## src/rtl/core/bfeq_pkg.sv

```systemverilog
// Package of the button frame event queue: field widths, codes and types.
// Used by the interfaces, top level, front end, back end and checker; depends on nothing.
package bfeq_pkg;

	// Field widths of the item, result and configuration port.
	localparam int OP_W        = 2;
	localparam int ID_W        = 29;
	localparam int LEN_W       = 4;
	localparam int MASK_W      = 8;
	localparam int TIME_W      = 32;
	localparam int BTN_W       = 3;
	localparam int CFG_DATA_W  = 32;
	localparam int CFG_INDEX_W = 1;

	// Operation codes carried by an input item.
	localparam logic [OP_W-1:0] OP_FRAME = 2'd0;
	localparam logic [OP_W-1:0] OP_CHECK = 2'd1;
	localparam logic [OP_W-1:0] OP_POP   = 2'd2;

	// Configuration register indexes.
	localparam logic [CFG_INDEX_W-1:0] REG_WHEEL_ID      = 1'd0;
	localparam logic [CFG_INDEX_W-1:0] REG_SILENCE_LIMIT = 1'd1;

	// Reset values of the configuration registers.
	localparam logic [ID_W-1:0]   WHEEL_ID_RESET      = 29'd820;
	localparam logic [TIME_W-1:0] SILENCE_LIMIT_RESET = 32'd200;

	// Shortest frame that is taken.
	localparam logic [LEN_W-1:0] MIN_FRAME_LEN = 4'd8;

	// Command kinds passed from the front end to the back end.
	localparam logic [1:0] CMD_FRAME  = 2'd0;
	localparam logic [1:0] CMD_CHECK  = 2'd1;
	localparam logic [1:0] CMD_POP    = 2'd2;
	localparam logic [1:0] CMD_STATUS = 2'd3;

	// One classified command.
	typedef struct packed {
		logic [1:0]        kind;
		logic [MASK_W-1:0] buttons_in;
		logic [TIME_W-1:0] now_ms;
	} cmd_t;

	// One stored button event.
	typedef struct packed {
		logic [BTN_W-1:0]  button;
		logic              pressed;
		logic [TIME_W-1:0] time_ms;
	} event_t;

	// One result item.
	typedef struct packed {
		logic              event_valid;
		logic [BTN_W-1:0]  event_button;
		logic              event_pressed;
		logic [TIME_W-1:0] event_time_ms;
		logic [MASK_W-1:0] buttons_now;
		logic              timed_out;
	} result_t;

endpackage

```

## src/rtl/core/bfeq_item_if.sv

```systemverilog
// Input channel of the button frame event queue: valid, ready and item fields.
// Depends on bfeq_pkg for the field widths.
interface bfeq_item_if;

	logic                         valid;
	logic                         ready;
	logic [bfeq_pkg::OP_W-1:0]    operation;
	logic [bfeq_pkg::ID_W-1:0]    frame_id;
	logic [bfeq_pkg::LEN_W-1:0]   frame_len;
	logic [bfeq_pkg::MASK_W-1:0]  buttons_in;
	logic [bfeq_pkg::TIME_W-1:0]  now_ms;

	modport source (
		output valid, operation, frame_id, frame_len, buttons_in, now_ms,
		input  ready
	);

	modport sink (
		input  valid, operation, frame_id, frame_len, buttons_in, now_ms,
		output ready
	);

endinterface

```

## src/rtl/core/bfeq_result_if.sv

```systemverilog
// Output channel of the button frame event queue: valid, ready and result fields.
// Depends on bfeq_pkg for the field widths.
interface bfeq_result_if;

	logic                         valid;
	logic                         ready;
	logic                         event_valid;
	logic [bfeq_pkg::BTN_W-1:0]   event_button;
	logic                         event_pressed;
	logic [bfeq_pkg::TIME_W-1:0]  event_time_ms;
	logic [bfeq_pkg::MASK_W-1:0]  buttons_now;
	logic                         timed_out;

	modport source (
		output valid, event_valid, event_button, event_pressed, event_time_ms,
		       buttons_now, timed_out,
		input  ready
	);

	modport sink (
		input  valid, event_valid, event_button, event_pressed, event_time_ms,
		       buttons_now, timed_out,
		output ready
	);

endinterface

```

## src/rtl/core/button_frame_event_queue.sv

```systemverilog
// Button frame event queue: top level with the configuration registers.
// Depends on bfeq_pkg, bfeq_item_if, bfeq_result_if, bfeq_front and bfeq_back.
//
// Frames from the wheel, silence checks and event pops enter on the item
// channel; each item gives exactly one result item, in order. The front end
// takes an item into a two-entry command queue, so input is accepted while
// the back end works, until that queue is full. In the back end a kept frame
// walks the button bits one per cycle, the last waiting for a free result
// slot, through the single write port of the event ring; a pop goes through
// the registered ring read, and a check or any other item is answered from
// idle. The ring holds QUEUE_SLOTS - 1 events; an event that finds it full is
// dropped. Configuration must be written while the block is idle; unenforced.
module button_frame_event_queue #(
	parameter int QUEUE_SLOTS  = 16,
	parameter int BUTTON_COUNT = 8
) (
	input  logic                               clk,
	input  logic                               arst_n,
	bfeq_item_if.sink                          item,
	bfeq_result_if.source                      result,
	input  logic                               cfg_write,
	input  logic [bfeq_pkg::CFG_INDEX_W-1:0]   cfg_index,
	input  logic [bfeq_pkg::CFG_DATA_W-1:0]    cfg_data
);

	logic [bfeq_pkg::ID_W-1:0]   wheel_id_q;
	logic [bfeq_pkg::TIME_W-1:0] silence_limit_q;
	logic                        cmd_valid;
	logic                        cmd_ready;
	bfeq_pkg::cmd_t              cmd;

	// Configuration registers.
	always_ff @(posedge clk or negedge arst_n) begin
		if (!arst_n) begin
			wheel_id_q      <= bfeq_pkg::WHEEL_ID_RESET;
			silence_limit_q <= bfeq_pkg::SILENCE_LIMIT_RESET;
		end else if (cfg_write) begin
			case (cfg_index)
				bfeq_pkg::REG_WHEEL_ID:      wheel_id_q <= cfg_data[bfeq_pkg::ID_W-1:0];
				bfeq_pkg::REG_SILENCE_LIMIT: silence_limit_q <= cfg_data[bfeq_pkg::TIME_W-1:0];
				default: ;
			endcase
		end
	end

	// Front end: accept and classify.
	bfeq_front u_front (
		.clk       (clk),
		.arst_n    (arst_n),
		.item      (item),
		.wheel_id  (wheel_id_q),
		.cmd_valid (cmd_valid),
		.cmd       (cmd),
		.cmd_ready (cmd_ready)
	);

	// Back end: carry out commands and produce results.
	bfeq_back #(
		.QUEUE_SLOTS  (QUEUE_SLOTS),
		.BUTTON_COUNT (BUTTON_COUNT)
	) u_back (
		.clk           (clk),
		.arst_n        (arst_n),
		.cmd_valid     (cmd_valid),
		.cmd           (cmd),
		.cmd_ready     (cmd_ready),
		.silence_limit (silence_limit_q),
		.result        (result)
	);

endmodule

```

## src/rtl/core/bfeq_ram.sv

```systemverilog
// Generic single-write, single-read RAM with a registered read port.
// Stand-alone; used for the event ring of the button frame event queue.
module bfeq_ram #(
	parameter int WIDTH = 36,
	parameter int DEPTH = 16
) (
	input  logic                     clk,
	input  logic                     we,
	input  logic [$clog2(DEPTH)-1:0] waddr,
	input  logic [WIDTH-1:0]         wdata,
	input  logic                     re,
	input  logic [$clog2(DEPTH)-1:0] raddr,
	output logic [WIDTH-1:0]         rdata
);

	logic [WIDTH-1:0] mem_q [DEPTH];

	// Write port and registered read port.
	always_ff @(posedge clk) begin
		if (we) begin
			mem_q[waddr] <= wdata;
		end
		if (re) begin
			rdata <= mem_q[raddr];
		end
	end

endmodule

```

## src/rtl/core/bfeq_front.sv

```systemverilog
// Front end of the button frame event queue: accepts items, classifies them
// and holds them in a two-entry command queue. Depends on bfeq_pkg, bfeq_item_if.
module bfeq_front (
	input  logic                        clk,
	input  logic                        arst_n,
	bfeq_item_if.sink                   item,
	input  logic [bfeq_pkg::ID_W-1:0]   wheel_id,
	output logic                        cmd_valid,
	output bfeq_pkg::cmd_t              cmd,
	input  logic                        cmd_ready
);

	bfeq_pkg::cmd_t slot_q [2];
	logic           wr_ptr_q;
	logic           rd_ptr_q;
	logic [1:0]     count_q;
	bfeq_pkg::cmd_t cls;
	logic           push;
	logic           pop;

	// Classify the incoming item; a frame for another node or too short is
	// reduced to a plain status request.
	always_comb begin
		cls.buttons_in = item.buttons_in;
		cls.now_ms     = item.now_ms;
		case (item.operation)
			bfeq_pkg::OP_FRAME: begin
				if (item.frame_id == wheel_id && item.frame_len >= bfeq_pkg::MIN_FRAME_LEN) begin
					cls.kind = bfeq_pkg::CMD_FRAME;
				end else begin
					cls.kind = bfeq_pkg::CMD_STATUS;
				end
			end
			bfeq_pkg::OP_CHECK: cls.kind = bfeq_pkg::CMD_CHECK;
			bfeq_pkg::OP_POP:   cls.kind = bfeq_pkg::CMD_POP;
			default:            cls.kind = bfeq_pkg::CMD_STATUS;
		endcase
	end

	assign item.ready = (count_q != 2'd2);
	assign push       = item.valid && item.ready;
	assign cmd_valid  = (count_q != 2'd0);
	assign pop        = cmd_valid && cmd_ready;
	assign cmd        = slot_q[rd_ptr_q];

	// Command queue storage.
	always_ff @(posedge clk) begin
		if (push) begin
			slot_q[wr_ptr_q] <= cls;
		end
	end

	// Command queue pointers and fill count.
	always_ff @(posedge clk or negedge arst_n) begin
		if (!arst_n) begin
			wr_ptr_q <= 1'b0;
			rd_ptr_q <= 1'b0;
			count_q  <= 2'd0;
		end else begin
			if (push) begin
				wr_ptr_q <= ~wr_ptr_q;
			end
			if (pop) begin
				rd_ptr_q <= ~rd_ptr_q;
			end
			if (push && !pop) begin
				count_q <= count_q + 2'd1;
			end else if (pop && !push) begin
				count_q <= count_q - 2'd1;
			end
		end
	end

endmodule

```

## src/rtl/core/bfeq_back.sv

```systemverilog
// Back end of the button frame event queue: walks the changed buttons into the
// event ring, pops events, tracks silence and registers the result item.
// Depends on bfeq_pkg, bfeq_result_if and bfeq_ram.
module bfeq_back #(
	parameter int QUEUE_SLOTS  = 16,
	parameter int BUTTON_COUNT = 8
) (
	input  logic                          clk,
	input  logic                          arst_n,
	input  logic                          cmd_valid,
	input  bfeq_pkg::cmd_t                cmd,
	output logic                          cmd_ready,
	input  logic [bfeq_pkg::TIME_W-1:0]   silence_limit,
	bfeq_result_if.source                 result
);

	localparam int PTR_W = $clog2(QUEUE_SLOTS);
	localparam logic [PTR_W-1:0] PTR_LAST = PTR_W'(QUEUE_SLOTS - 1);
	localparam logic [bfeq_pkg::BTN_W-1:0] BTN_LAST = bfeq_pkg::BTN_W'(BUTTON_COUNT - 1);

	// Sequencer states.
	localparam logic [1:0] ST_IDLE = 2'd0;
	localparam logic [1:0] ST_WALK = 2'd1;
	localparam logic [1:0] ST_READ = 2'd2;

	logic [1:0]                    state_q;
	logic [PTR_W-1:0]              wr_q;
	logic [PTR_W-1:0]              rd_q;
	logic [bfeq_pkg::MASK_W-1:0]   mask_q;
	logic [bfeq_pkg::TIME_W-1:0]   heard_q;
	logic                          silent_q;
	logic [bfeq_pkg::BTN_W-1:0]    idx_q;
	logic [bfeq_pkg::MASK_W-1:0]   bits_q;
	logic [bfeq_pkg::MASK_W-1:0]   changed_q;
	logic [bfeq_pkg::TIME_W-1:0]   now_q;
	logic                          res_valid_q;
	bfeq_pkg::result_t             res_q;

	logic                          slot_free;
	logic [PTR_W-1:0]              wr_next;
	logic [PTR_W-1:0]              rd_next;
	logic                          walk_last;
	logic                          walk_hit;
	logic                          ram_we;
	logic                          ram_re;
	bfeq_pkg::event_t              ram_wdata;
	bfeq_pkg::event_t              ram_rdata;
	logic                          emit;
	bfeq_pkg::result_t             res_d;
	logic                          take;

	// Event ring storage.
	bfeq_ram #(
		.WIDTH($bits(bfeq_pkg::event_t)),
		.DEPTH(QUEUE_SLOTS)
	) u_ram (
		.clk   (clk),
		.we    (ram_we),
		.waddr (wr_q),
		.wdata (ram_wdata),
		.re    (ram_re),
		.raddr (rd_q),
		.rdata (ram_rdata)
	);

	assign slot_free = !res_valid_q || result.ready;
	assign cmd_ready = (state_q == ST_IDLE) && slot_free;
	assign take      = cmd_valid && cmd_ready;
	assign wr_next   = (wr_q == PTR_LAST) ? '0 : wr_q + PTR_W'(1);
	assign rd_next   = (rd_q == PTR_LAST) ? '0 : rd_q + PTR_W'(1);
	assign walk_last = (idx_q == BTN_LAST);
	assign walk_hit  = changed_q[idx_q] && (wr_next != rd_q);

	// Event built by the current walk step.
	always_comb begin
		ram_wdata.button  = idx_q;
		ram_wdata.pressed = bits_q[idx_q];
		ram_wdata.time_ms = now_q;
	end

	// Sequencer decisions: RAM access and the result to register.
	always_comb begin
		logic [bfeq_pkg::TIME_W-1:0] elapsed;
		elapsed             = cmd.now_ms - heard_q;
		ram_we              = 1'b0;
		ram_re              = 1'b0;
		emit                = 1'b0;
		res_d.event_valid   = 1'b0;
		res_d.event_button  = '0;
		res_d.event_pressed = 1'b0;
		res_d.event_time_ms = '0;
		res_d.buttons_now   = mask_q;
		res_d.timed_out     = silent_q;
		case (state_q)
			ST_IDLE: begin
				if (take) begin
					case (cmd.kind)
						bfeq_pkg::CMD_CHECK: begin
							emit = 1'b1;
							res_d.timed_out = (heard_q == '0) || (elapsed > silence_limit);
						end
						bfeq_pkg::CMD_POP: begin
							if (rd_q != wr_q) begin
								ram_re = 1'b1;
							end else begin
								emit = 1'b1;
							end
						end
						bfeq_pkg::CMD_STATUS: emit = 1'b1;
						default: ;
					endcase
				end
			end
			ST_WALK: begin
				if (!walk_last || slot_free) begin
					ram_we = walk_hit;
				end
				if (walk_last && slot_free) begin
					emit = 1'b1;
					res_d.buttons_now = bits_q;
				end
			end
			ST_READ: begin
				if (slot_free) begin
					emit = 1'b1;
					res_d.event_valid   = 1'b1;
					res_d.event_button  = ram_rdata.button;
					res_d.event_pressed = ram_rdata.pressed;
					res_d.event_time_ms = ram_rdata.time_ms;
				end
			end
			default: ;
		endcase
	end

	// Result payload register and the captured command fields.
	always_ff @(posedge clk) begin
		if (emit) begin
			res_q <= res_d;
		end
		if (take) begin
			bits_q    <= cmd.buttons_in;
			changed_q <= cmd.buttons_in ^ mask_q;
			now_q     <= cmd.now_ms;
		end
	end

	// Sequencer, ring pointers and block state.
	always_ff @(posedge clk or negedge arst_n) begin
		if (!arst_n) begin
			state_q     <= ST_IDLE;
			wr_q        <= '0;
			rd_q        <= '0;
			mask_q      <= '0;
			heard_q     <= '0;
			silent_q    <= 1'b1;
			idx_q       <= '0;
			res_valid_q <= 1'b0;
		end else begin
			if (emit) begin
				res_valid_q <= 1'b1;
			end else if (result.ready) begin
				res_valid_q <= 1'b0;
			end
			if (ram_we) begin
				wr_q <= wr_next;
			end
			case (state_q)
				ST_IDLE: begin
					if (take) begin
						case (cmd.kind)
							bfeq_pkg::CMD_FRAME: begin
								heard_q <= cmd.now_ms;
								idx_q   <= '0;
								state_q <= ST_WALK;
							end
							bfeq_pkg::CMD_CHECK: silent_q <= res_d.timed_out;
							bfeq_pkg::CMD_POP: begin
								if (rd_q != wr_q) begin
									rd_q    <= rd_next;
									state_q <= ST_READ;
								end
							end
							default: ;
						endcase
					end
				end
				ST_WALK: begin
					if (!walk_last) begin
						idx_q <= idx_q + bfeq_pkg::BTN_W'(1);
					end else if (slot_free) begin
						mask_q  <= bits_q;
						state_q <= ST_IDLE;
					end
				end
				ST_READ: begin
					if (slot_free) begin
						state_q <= ST_IDLE;
					end
				end
				default: state_q <= ST_IDLE;
			endcase
		end
	end

	// Result channel.
	assign result.valid         = res_valid_q;
	assign result.event_valid   = res_q.event_valid;
	assign result.event_button  = res_q.event_button;
	assign result.event_pressed = res_q.event_pressed;
	assign result.event_time_ms = res_q.event_time_ms;
	assign result.buttons_now   = res_q.buttons_now;
	assign result.timed_out     = res_q.timed_out;

endmodule

```

## src/flat_wrapper.sv

```systemverilog
// flat-port wrapper written by rule: the top's interface ports become plain ports
module button_frame_event_queue_flat 
#(
	parameter int QUEUE_SLOTS  = 16,
	parameter int BUTTON_COUNT = 8
)
  (clk, arst_n, cfg_write, cfg_index, cfg_data, item_valid, item_operation, item_frame_id, item_frame_len, item_buttons_in, item_now_ms, item_ready, result_valid, result_event_valid, result_event_button, result_event_pressed, result_event_time_ms, result_buttons_now, result_timed_out, result_ready);
  bfeq_item_if item_i ();
  bfeq_result_if result_i ();
  input  logic clk;
  input  logic arst_n;
  input  logic cfg_write;
  input  logic [bfeq_pkg::CFG_INDEX_W-1:0] cfg_index;
  input  logic [bfeq_pkg::CFG_DATA_W-1:0] cfg_data;
  input wire logic [$bits(item_i.valid)-1:0] item_valid;
  input wire logic [$bits(item_i.operation)-1:0] item_operation;
  input wire logic [$bits(item_i.frame_id)-1:0] item_frame_id;
  input wire logic [$bits(item_i.frame_len)-1:0] item_frame_len;
  input wire logic [$bits(item_i.buttons_in)-1:0] item_buttons_in;
  input wire logic [$bits(item_i.now_ms)-1:0] item_now_ms;
  output wire logic [$bits(item_i.ready)-1:0] item_ready;
  output wire logic [$bits(result_i.valid)-1:0] result_valid;
  output wire logic [$bits(result_i.event_valid)-1:0] result_event_valid;
  output wire logic [$bits(result_i.event_button)-1:0] result_event_button;
  output wire logic [$bits(result_i.event_pressed)-1:0] result_event_pressed;
  output wire logic [$bits(result_i.event_time_ms)-1:0] result_event_time_ms;
  output wire logic [$bits(result_i.buttons_now)-1:0] result_buttons_now;
  output wire logic [$bits(result_i.timed_out)-1:0] result_timed_out;
  input wire logic [$bits(result_i.ready)-1:0] result_ready;
  assign item_i.valid = item_valid;
  assign item_i.operation = item_operation;
  assign item_i.frame_id = item_frame_id;
  assign item_i.frame_len = item_frame_len;
  assign item_i.buttons_in = item_buttons_in;
  assign item_i.now_ms = item_now_ms;
  assign item_ready = item_i.ready;
  assign result_valid = result_i.valid;
  assign result_event_valid = result_i.event_valid;
  assign result_event_button = result_i.event_button;
  assign result_event_pressed = result_i.event_pressed;
  assign result_event_time_ms = result_i.event_time_ms;
  assign result_buttons_now = result_i.buttons_now;
  assign result_timed_out = result_i.timed_out;
  assign result_i.ready = result_ready;
  button_frame_event_queue #(.QUEUE_SLOTS(QUEUE_SLOTS), .BUTTON_COUNT(BUTTON_COUNT)) u_core (.clk(clk), .arst_n(arst_n), .item(item_i), .result(result_i), .cfg_write(cfg_write), .cfg_index(cfg_index), .cfg_data(cfg_data));
endmodule
```

## config.mk

```make
export PLATFORM = sky130hd
export DESIGN_NAME = button_frame_event_queue_flat
export DESIGN_NICKNAME = d
export VERILOG_FILES = /design/src/rtl/core/bfeq_pkg.sv /design/src/rtl/core/bfeq_item_if.sv /design/src/rtl/core/bfeq_result_if.sv /design/src/rtl/core/button_frame_event_queue.sv /design/src/rtl/core/bfeq_ram.sv /design/src/rtl/core/bfeq_front.sv /design/src/rtl/core/bfeq_back.sv /design/src/flat_wrapper.sv
export SDC_FILE = /design/constraint.sdc
export NUM_CORES = 1
export LEC_CHECK = 0
export BUFFER_PORTS_ARGS = -buffer_cell sky130_fd_sc_hd__buf_2
export CAP_MARGIN = 10
export CORE_MARGIN = 3
export CORE_UTILIZATION = 40
export DETAILED_ROUTE_END_ITERATION = 12
export SKIP_CTS_REPAIR_TIMING = 1
export SYNTH_ARGS = -nofsm -noshare
export SYNTH_HDL_FRONTEND = slang
export SYNTH_SLANG_ARGS = --single-unit
```

## constraint.sdc

```tcl
create_clock -name clk -period 8.3 [get_ports clk]
set_clock_uncertainty 0.1 [all_clocks]
set_input_delay 1.245 -clock clk [delete_from_list [all_inputs] [get_ports clk]]
set_output_delay 1.245 -clock clk [all_outputs]
set_load 0.01 [all_outputs]
```

Yosys cells after proc, flatten, opt, wreduce, memory -nomap -nowiden
Memories as Yosys holds them, arrays and structs flattened. A register that Yosys moved wholly into a read port is not among the register bits. Cells that the tools add are included.

Bitwise gates (word level): 4. $add $sub $neg: 6. Multiplexer cells: 44. Multipliers: 0. Order comparisons: 3. Shift operators: 0. Equality and inequality tests: 20. Div/mod/pow operators: 0. Reduce and logical (&&, ||, !) cells: 33.

Operators by type and width (count): two-way mux 37 bit (1); greater-than comparator 32 bit (1); logical NOT 32 bit (1); subtractor 32 bit (1); == test 29 bit (1); two-way mux 1 bit (21); two-way mux 8 bit (2); two-way mux 2 bit (7); case mux 2 bit (3 select lines) (2); AND reduction 4 bit (3); two-way mux 3 bit (3); AND reduction 3 bit (3); adder 4 x 1 -> 4 bit (second input constant) (2); == test 2 bit (second input constant) (4); == test 4 bit (second input constant) (2); logical AND 1 bit (8); two-way mux 4 bit (2); != test 4 bit (2); nonzero test 2 bit (4); bitwise XOR 8 bit (1); binary-select mux 1 bit (select 3 bit) (2); == test 2 x 1 -> 1 bit (second input constant) (3); logical NOT 2 bit (3); != test 2 bit (second input constant) (3); other kinds (18) (28).

Bits of input ports: 113. Bits in writable memories: 660. ROM bits: 0. Latch bits: 0. Word-level logic and storage cells: 134. Output and inout bits: 48. Register bits after elaboration: 214. Memories kept: 2.

Memories: u_core.u_back.u_ram.mem_q (depth 16, width 36, rd ports 1, clocked after Yosys merged registers in 1, wr ports 1, line bfeq_ram.sv:16) `logic [WIDTH-1:0] mem_q [DEPTH];`; u_core.u_front.slot_q (depth 2, width 42, rd ports 1, clocked after Yosys merged registers in 0, wr ports 1, line bfeq_front.sv:13) `bfeq_pkg::cmd_t slot_q [2];`.

Depth between registers and ports, before layout
Gate-level depths: netlist of run 1.

Depth after elaboration: 8. Depth in mapped cells: 19. Depth with buffers taken out: 17.

Cells and area by module
From an unflattened synthesis of run 1, not the netlist that was laid out.

Cells, all modules: 2054. Area total of the unflattened synthesis: 37021.8 um2.

By module, submodules not included: bfeq_ram (sequential area each 18377.6 um2, area an instance 22679.3 um2, cells each 938, times used 1); bfeq_back (sequential area each 4200.3 um2, area an instance 8469.4 um2, cells each 788, times used 1); bfeq_front (sequential area each 2622.5 um2, area an instance 3582.2 um2, cells each 198, times used 1); button_frame_event_queue (sequential area each 1536.5 um2, area an instance 2290.9 um2, cells each 130, times used 1).

Least setup slack after synthesis of run 1
OpenSTA, ideal clock, no wires.

Kind: in2reg. From: in result_ready. To: mem u_core.u_back.u_ram.mem_q[0][0] (enable). Setup time: 0.532 ns. Stages on the path: 5. Buffers on the path: 1. Setup slack: 2.177 ns. Data required time: 7.668 ns. Arrival time: 5.491 ns. Cells stage by stage: nor2b_1 > nand2_1 > o2111ai_2 > buf_6 > nor4b_1.

Word-level cells in the longest chain between the ends: 6.

RTL lines: from (decl) (line flat_wrapper.sv:29) `input wire logic [$bits(result_i.ready)-1:0] result_ready;`; logical OR 1 bit (line bfeq_back.sv:66) `assign slot_free = !res_valid_q || result.ready;`; logical OR 1 bit (line bfeq_back.sv:115) `if (!walk_last || slot_free) begin`; two-way mux 1 bit (line bfeq_back.sv:115); two-way mux 1 bit (line bfeq_back.sv:94) `case (state_q)`; two-way mux 1 bit (line bfeq_ram.sv:20) `if (we) begin`; two-way mux 1 bit (not written as such) (line bfeq_ram.sv:21) `mem_q[waddr] <= wdata;`; to (decl) (line bfeq_ram.sv:16).

Every way passes these cells.

==> impl_metrics.tcl, run 1 <==
set metrics [dict create \
    drt_first_pass_iters 5 \
    wl_per_cell_um 23.4 \
    hpwl_um 49000 \
    power_frac_seq_pct 43.1 \
    dp.cells 3347 \
    viasPerCell 5.32 \
    design_area_um2 42500 \
    grt_max_degree 75 \
    start_kind "register" \
    finalHoldViolations 0 \
    final_cells 3525 \
    cts_root_buffer "clkbuf_16" \
    die-area_um2 97000 \
    vias 18738 \
    antenna_left 0 \
    critPathTopFamily "compound AO/OA/AOI/OAI gates" \
    timing.setup.tns_ns 0 \
    cp.arrival_ns 5.56 \
    clkLatencyLatePin_ns 0.64 \
    synthCells 1996 \
    worstMarginPinSlew_ns 1.14 \
    cpMaxStageDelayCell "a2111oi_2" \
    period_share_pct 63.6 \
    grt_util_all_layers_pct 17.0 \
    hold_path_class "register to register" \
    ys_types 72 \
    htreeDepth 3 \
    intPower_mw 10.9 \
    maxCapViolations 0 \
    syn_area_um2 37300 \
    drtIter0Drc 1310 \
    crit_path_end_kind "register" \
    ff2ff_setup_slack_ns 3.02 \
    async_flop_share_pct 13.2 \
    clk_path_buf_depth 3 \
    slew_viol_final 0 \
    die_y_um 311 \
    wl_um 82400 \
    route.detailed.drc 0 \
    ff_latch_area_um2 26700 \
    cts_tree "built" \
    syn_avg_cell_area_um2 18.7 \
    path_clk_slew_ns 0.06 \
    row_count 111 \
    status "complete, no violations" \
    ys_warn_count 0 \
    die_w_um 311 \
    synth_seq_area_share_pct 71.7 \
    yosysTopAreaCell "edfxtp_1" \
    io_buffers 157 \
    cts.sinks 910 \
    drive_gt1_share_pct 29.7 \
    synthTopCellsByCount "edfxtp_1 (790), mux4_2 (178), mux2_2 (120), dfrtp_1 (111), nand2_1 (89)" \
    synth_edf_count 790 \
    power.share.switching_pct 33.1 \
    power_mw 16.4 \
    cts_buffers 95 \
    synth_most_common_cell "edfxtp_1" \
    cp_cell_sequence "buf_4, mux2_2, ha_1, a211oi_1, nor2_1, a41oi_1, a2111oi_2, o21ai_0, xnor2_1, ha_1, nand4_1, nor2_1, nand3_1, or4_1, mux2i_1, a31oi_1" \
    ys.flop_type "edfxtp_1" \
    overflow 0 \
    place_area_um2 39600 \
    core_area_um2 92100 \
    syn-num-nets 2186 \
    critical_path.max_fanout 19 \
    yosys.area.top_type_share_pct 63.6 \
    crit_buf_inv 1 \
    antenna_found_initial 7 \
    initial_core_util_pct 40.5 \
    area_delta_synth_final_pct 14.0 \
    rsz0062_at_grt "no" \
    fmax_ghz 0.189 \
    nets 2391 \
    yosys_register_bits 910 \
    finalWeightedCongestion 0.892 \
    synth_area_leaders "edfxtp_1 (64%), mux4_2 (11%), dfrtp_1 (7.4%)" \
    p_per_area_nw_per_um2 384 \
    power_frac_comb_pct 32.1 \
    multi_input_area_um2 9920 \
    crit_type "register to register" \
    setup_viol 0 \
    clock_power_share_pct 24.7 \
    ir_drop_mv 0.252 \
    p_switching_mw 5.42 \
    grt_pass1_vias 19949 \
    slew_headroom_pct 24.2 \
    ioPinCount 161 \
    grt_first_pass_wirelength_um 125000 \
    period_needed_ns 5.28 \
    critPathMaxStageDelay_ns 0.62 \
    fillers 7722 \
    cellLeakagePower_nw 14.7 \
    cp.required_ns 8.58 \
]
## per-layer routing
metal / wire length [um] / track usage (%) / share of wire (%)
met3: 3990 / 2.83 / 4.8
met5: 13 / 0 / 0.016
met2: 41400 / 29.0 / 50
met4: 1660 / 4.44 / 2.0
met1: 35400 / 22.7 / 43
## final cells by class
class,count,area share (%)
clock inverters,45,0.918
well taps,1243,3.66
multi-input cells,925,23.3
clock buffers,127,6.04
inverters,76,0.674
flip-flops and latches,910,62.9
diodes,6,0.0353
repair buffers,193,2.49
## metrics by stage
step | hold slack, ns | setup WS [ns] | utilization (%)
global placement | 0.388 | 2.95 | 43.0
detailed placement | 0.391 | 2.96 | 43.0
CTS | 0.400 | 2.92 | 46.2
floorplan | 0.361 | 2.18 | -
finish | 0.407 | 3.02 | 46.2
global route | 0.414 | 2.71 | 46.2
## cells in the final DEF, fill, tap and decap left out, types with 5 or more instances in the layout
| cell | instances |
|---|---|
| edfxtp_1 | 790 |
| mux4_2 | 178 |
| buf_2 | 156 |
| mux2_2 | 120 |
| dfrtp_1 | 106 |
| clkbuf_16 | 97 |
| nand2_1 | 89 |
| inv_1 | 75 |
| ha_1 | 75 |
| o21ai_0 | 67 |
| a21oi_1 | 50 |
| xnor2_1 | 41 |
| and3_1 | 39 |
| xor2_1 | 39 |
| nor2_1 | 38 |
| buf_4 | 37 |
| clkbuf_1 | 27 |
| nand4_1 | 21 |
| clkinv_2 | 16 |
| nor4_1 | 14 |
| clkinv_1 | 12 |
| a21o_1 | 11 |
| and3_2 | 9 |
| dfstp_2 | 9 |
| nand3_1 | 8 |
| nand2b_1 | 8 |
| nor2b_1 | 8 |
| a211oi_1 | 7 |
| o211ai_1 | 7 |
| diode_2 | 6 |
| mux2i_1 | 6 |
| mux4_1 | 6 |
| or2_2 | 5 |
| clkinvlp_4 | 5 |
## registers in the layout, indices dropped and copies added (netlist names), 4 cells and up
signal                              count
u_core.u_back.result.buttons_now        8
u_core.u_back.u_ram.mem_q             576
u_core.u_back.changed_q                 8
u_core.u_back.result.event_time_ms     32
u_core.u_back.wr_q                      4
u_core.silence_limit_q                 32
u_core.u_back.bits_q                    8
u_core.wheel_id_q                      29
u_core.u_back.rd_q                      4
u_core.u_front.slot_q                  84
u_core.u_back.heard_q                  32
u_core.u_back.mask_q                    8
u_core.u_back.now_q                    32
u_core.u_back.u_ram.rdata              36
## worst paths after layout
path,start,to,depth (start not counted)
max,u_core.u_front.rd_ptr_q,u_core.u_back.result.timed_out,16
min,u_core.silence_limit_q[19],u_core.silence_limit_q[19],1
max reg2reg,u_core.u_front.rd_ptr_q,u_core.u_back.result.timed_out,16
min reg2reg,u_core.silence_limit_q[19],u_core.silence_limit_q[19],1
max in group asynchronous,arst_n,u_core.u_front.rd_ptr_q,2
min in group asynchronous,arst_n,u_core.wheel_id_q[6],1
## power by group through the flow
| stage | Sequential, mW | Clock (mW) | Combinational, mW |
|---|---|---|---|
| 2_1_floorplan | 6.87 | 0 | 3.93 |
| 3_3_place_gp | 7.07 | 0 | 5.22 |
| 5_1_grt | 7.17 | 4.35 | 5.79 |
| 4_1_cts | 7.06 | 4.15 | 5.34 |
| 6_report | 7.05 | 4.04 | 5.26 |
| 3_5_place_dp | 7.15 | 0 | 5.30 |
## cells by family after synthesis
family / Yosys count / share of synthesized area, %
flops: 910 / 71.7
mux: 310 / 15.0
simple gates: 266 / 3.71
compound gates: 192 / 3.18
buf+inv: 161 / 2.00
xor+xnor: 80 / 1.88
fa+ha+maj: 77 / 2.60
(Power assumes the default switching activity.)
==> inputs of run 2 (changes only) <==
Clock period 8.3 ns to 4.25 ns, I/O delays scaled along.
==> run 2 against run 1 <==
- the run now ends with negative setup slack left
- worst setup slack worse by 3.1 ns
- worst hold slack got worse by 0.33 ns
- non-clock buffer count is 158 higher
- first-iteration DRC count up 12%
- sequential cell count stayed put
- core utilization is 2.3 points higher
- sequential power grew 93%
- critical path type unchanged
- design area increased by 4.9%
- total power rose by 110%
- via count up 2.7%
- global-route usage grew 0.40 points
==> impl_metrics.tcl, run 2 (synthesized netlist as in run 1, its figures left out) <==
set metrics [dict create \
    status "finished with violations" \
    violations "negative setup slack" \
    wl_per_cell_um 23.0 \
    slew_viol_final 0 \
    drt_first_pass_iters 5 \
    p_per_area_nw_per_um2 781 \
    clk_path_buf_depth 3 \
    crit_buf_inv 2 \
    grt_pass1_vias 20572 \
    io_buffers 157 \
    nets 2549 \
    fillers 7594 \
    worstMarginPinSlew_ns 1.13 \
    die_y_um 311 \
    final_common_cell "edfxtp_1" \
    drive_gt1_share_pct 36.5 \
    cpMaxStageDelayCell "dfrtp_2" \
    die-area_um2 97000 \
    period_needed_ns 4.34 \
    largest_register_ffs 576 \
    path_clk_slew_ns 0.06 \
    wl_um 84700 \
    start_kind "register" \
    cp.required_ns 4.51 \
    critPathMaxStageDelay_ns 0.48 \
    cts.sinks 910 \
    row_count 111 \
    crit_type "register to register" \
    drtIter0Drc 1462 \
    setup_slack_ns -0.0889 \
    setup_viol 1 \
    critical_path.max_fanout 6 \
    final_cells 3683 \
    die_w_um 311 \
    crit_top_cell "or4_1" \
    dp.cells 3497 \
    cts_tree "built" \
    cts_buffers 95 \
    pre_cts_ws_ns -0.386 \
    area_delta_synth_final_pct 19.6 \
    grt_first_pass_wirelength_um 128000 \
    vias 19237 \
    hpwl_um 51900 \
    viasPerCell 5.22 \
    clkLatencyLatePin_ns 0.65 \
    route.detailed.drc 0 \
    hold_path_class "primary input to register" \
    cellLeakagePower_nw 15.7 \
    htreeDepth 3 \
    cts_root_buffer "clkbuf_16" \
    fmax_ghz 0.230 \
    mostFrequentLayoutCells "edfxtp_1 (790), mux4_2 (178), buf_4 (169)" \
    cp_cell_sequence "buf_12, buf_4, mux2_4, ha_4, a21oi_2, nor2_1, o211ai_1, o21ai_2, or4_1, o211a_1, ha_1, nand4_1, nor2_2, nand3_1, or4_1, mux2i_1, a31oi_1" \
    largest_register "u_core.u_back.u_ram.mem_q" \
    holdWs_ns 0.0777 \
    cp.arrival_ns 4.60 \
    antenna_left 0 \
    power_mw 34.9 \
    finalWeightedCongestion 0.891 \
    ir_drop_mv 0.734 \
    slew_headroom_pct 24.4 \
    initial_core_util_pct 40.5 \
    rsz0062_at_grt "yes" \
    ioPinCount 161 \
    crit_path_end_kind "register" \
    overflow 0 \
    critPathTopFamily "simple AND/OR/NAND/NOR gates" \
    grt_util_all_layers_pct 17.4 \
    antenna_found_initial 9 \
    grt_max_degree 99 \
    finalHoldViolations 0 \
    core_area_um2 92100 \
    maxCapViolations 0 \
    period_share_pct 102 \
    reg.largest.list "u_core.u_back.u_ram.mem_q (576), u_core.u_front.slot_q (84), u_core.u_back.u_ram.rdata (36)" \
]
## run 2: cell types whose count changed in the layout (fill, tap and decap cells not counted), sizes merged
cell / delta
buf: +157
clkinvlp: +2
dlygate4sd3: +1
diode: -4
clkbuf: -20
inv: -1
bufinv: +9
clkinv: +14
## run 2: final cells by class
type	instances	area, um^2	area share [%]
Inverter	76	287	0.642
Tap cell	1243	1560	3.48
Timing Repair Buffer	351	2540	5.70
Clock buffer	107	2430	5.45
Clock inverter	69	766	1.72
Sequential cell	910	26700	59.9
Multi-Input combinational cell	925	10300	23.1
Antenna cell	2	5.00	0.0112
## run 2: routing by layer
| layer | wire length (um) | track usage [%] | vias up |
|---|---|---|---|
| met3 | 4490 | 2.96 | 156 |
| met1 | 35300 | 23.1 | 9872 |
| met4 | 2120 | 5.16 | 10 |
| li1 | - | - | 8688 |
| met5 | 57 | 0 | - |
| met2 | 42700 | 29.5 | 511 |
## run 2: final timing paths
kind                                             from                        endpoint  slack [ns]  cells after the start
setup reg to reg              u_core.u_front.rd_ptr_q  u_core.u_back.result.timed_out       -0.09                     17
hold reg to reg            u_core.silence_limit_q[28]      u_core.silence_limit_q[28]        0.41                      1
max in group asynchronous                      arst_n           u_core.u_back.rd_q[1]        2.63                      3
min in group asynchronous                      arst_n            u_core.wheel_id_q[6]        0.44                      2
setup / recovery              u_core.u_front.rd_ptr_q  u_core.u_back.result.timed_out       -0.09                     17
hold / removal                        item_now_ms[30]    u_core.u_front.slot_q[1][30]        0.08                      1
## run 2: power by group
part           internal [mW]  total, mW  switching (mW)
combinational           6.09       12.9            6.76
clock                   4.94       8.38            3.44
sequential              12.4       13.6            1.23
## run 2: through the flow
stage / TNS (ns) / util, % / cell area, um^2
2_1_floorplan: -323.35 / - / 37300
3_3_place_gp: -0.658 / 44.5 / 41000
3_5_place_dp: -0.623 / 44.5 / 41000
4_1_cts: -0.698 / 48.0 / 44200
5_1_grt: -0.452 / 48.5 / 44600
6_report: -0.0889 / 48.5 / 44600
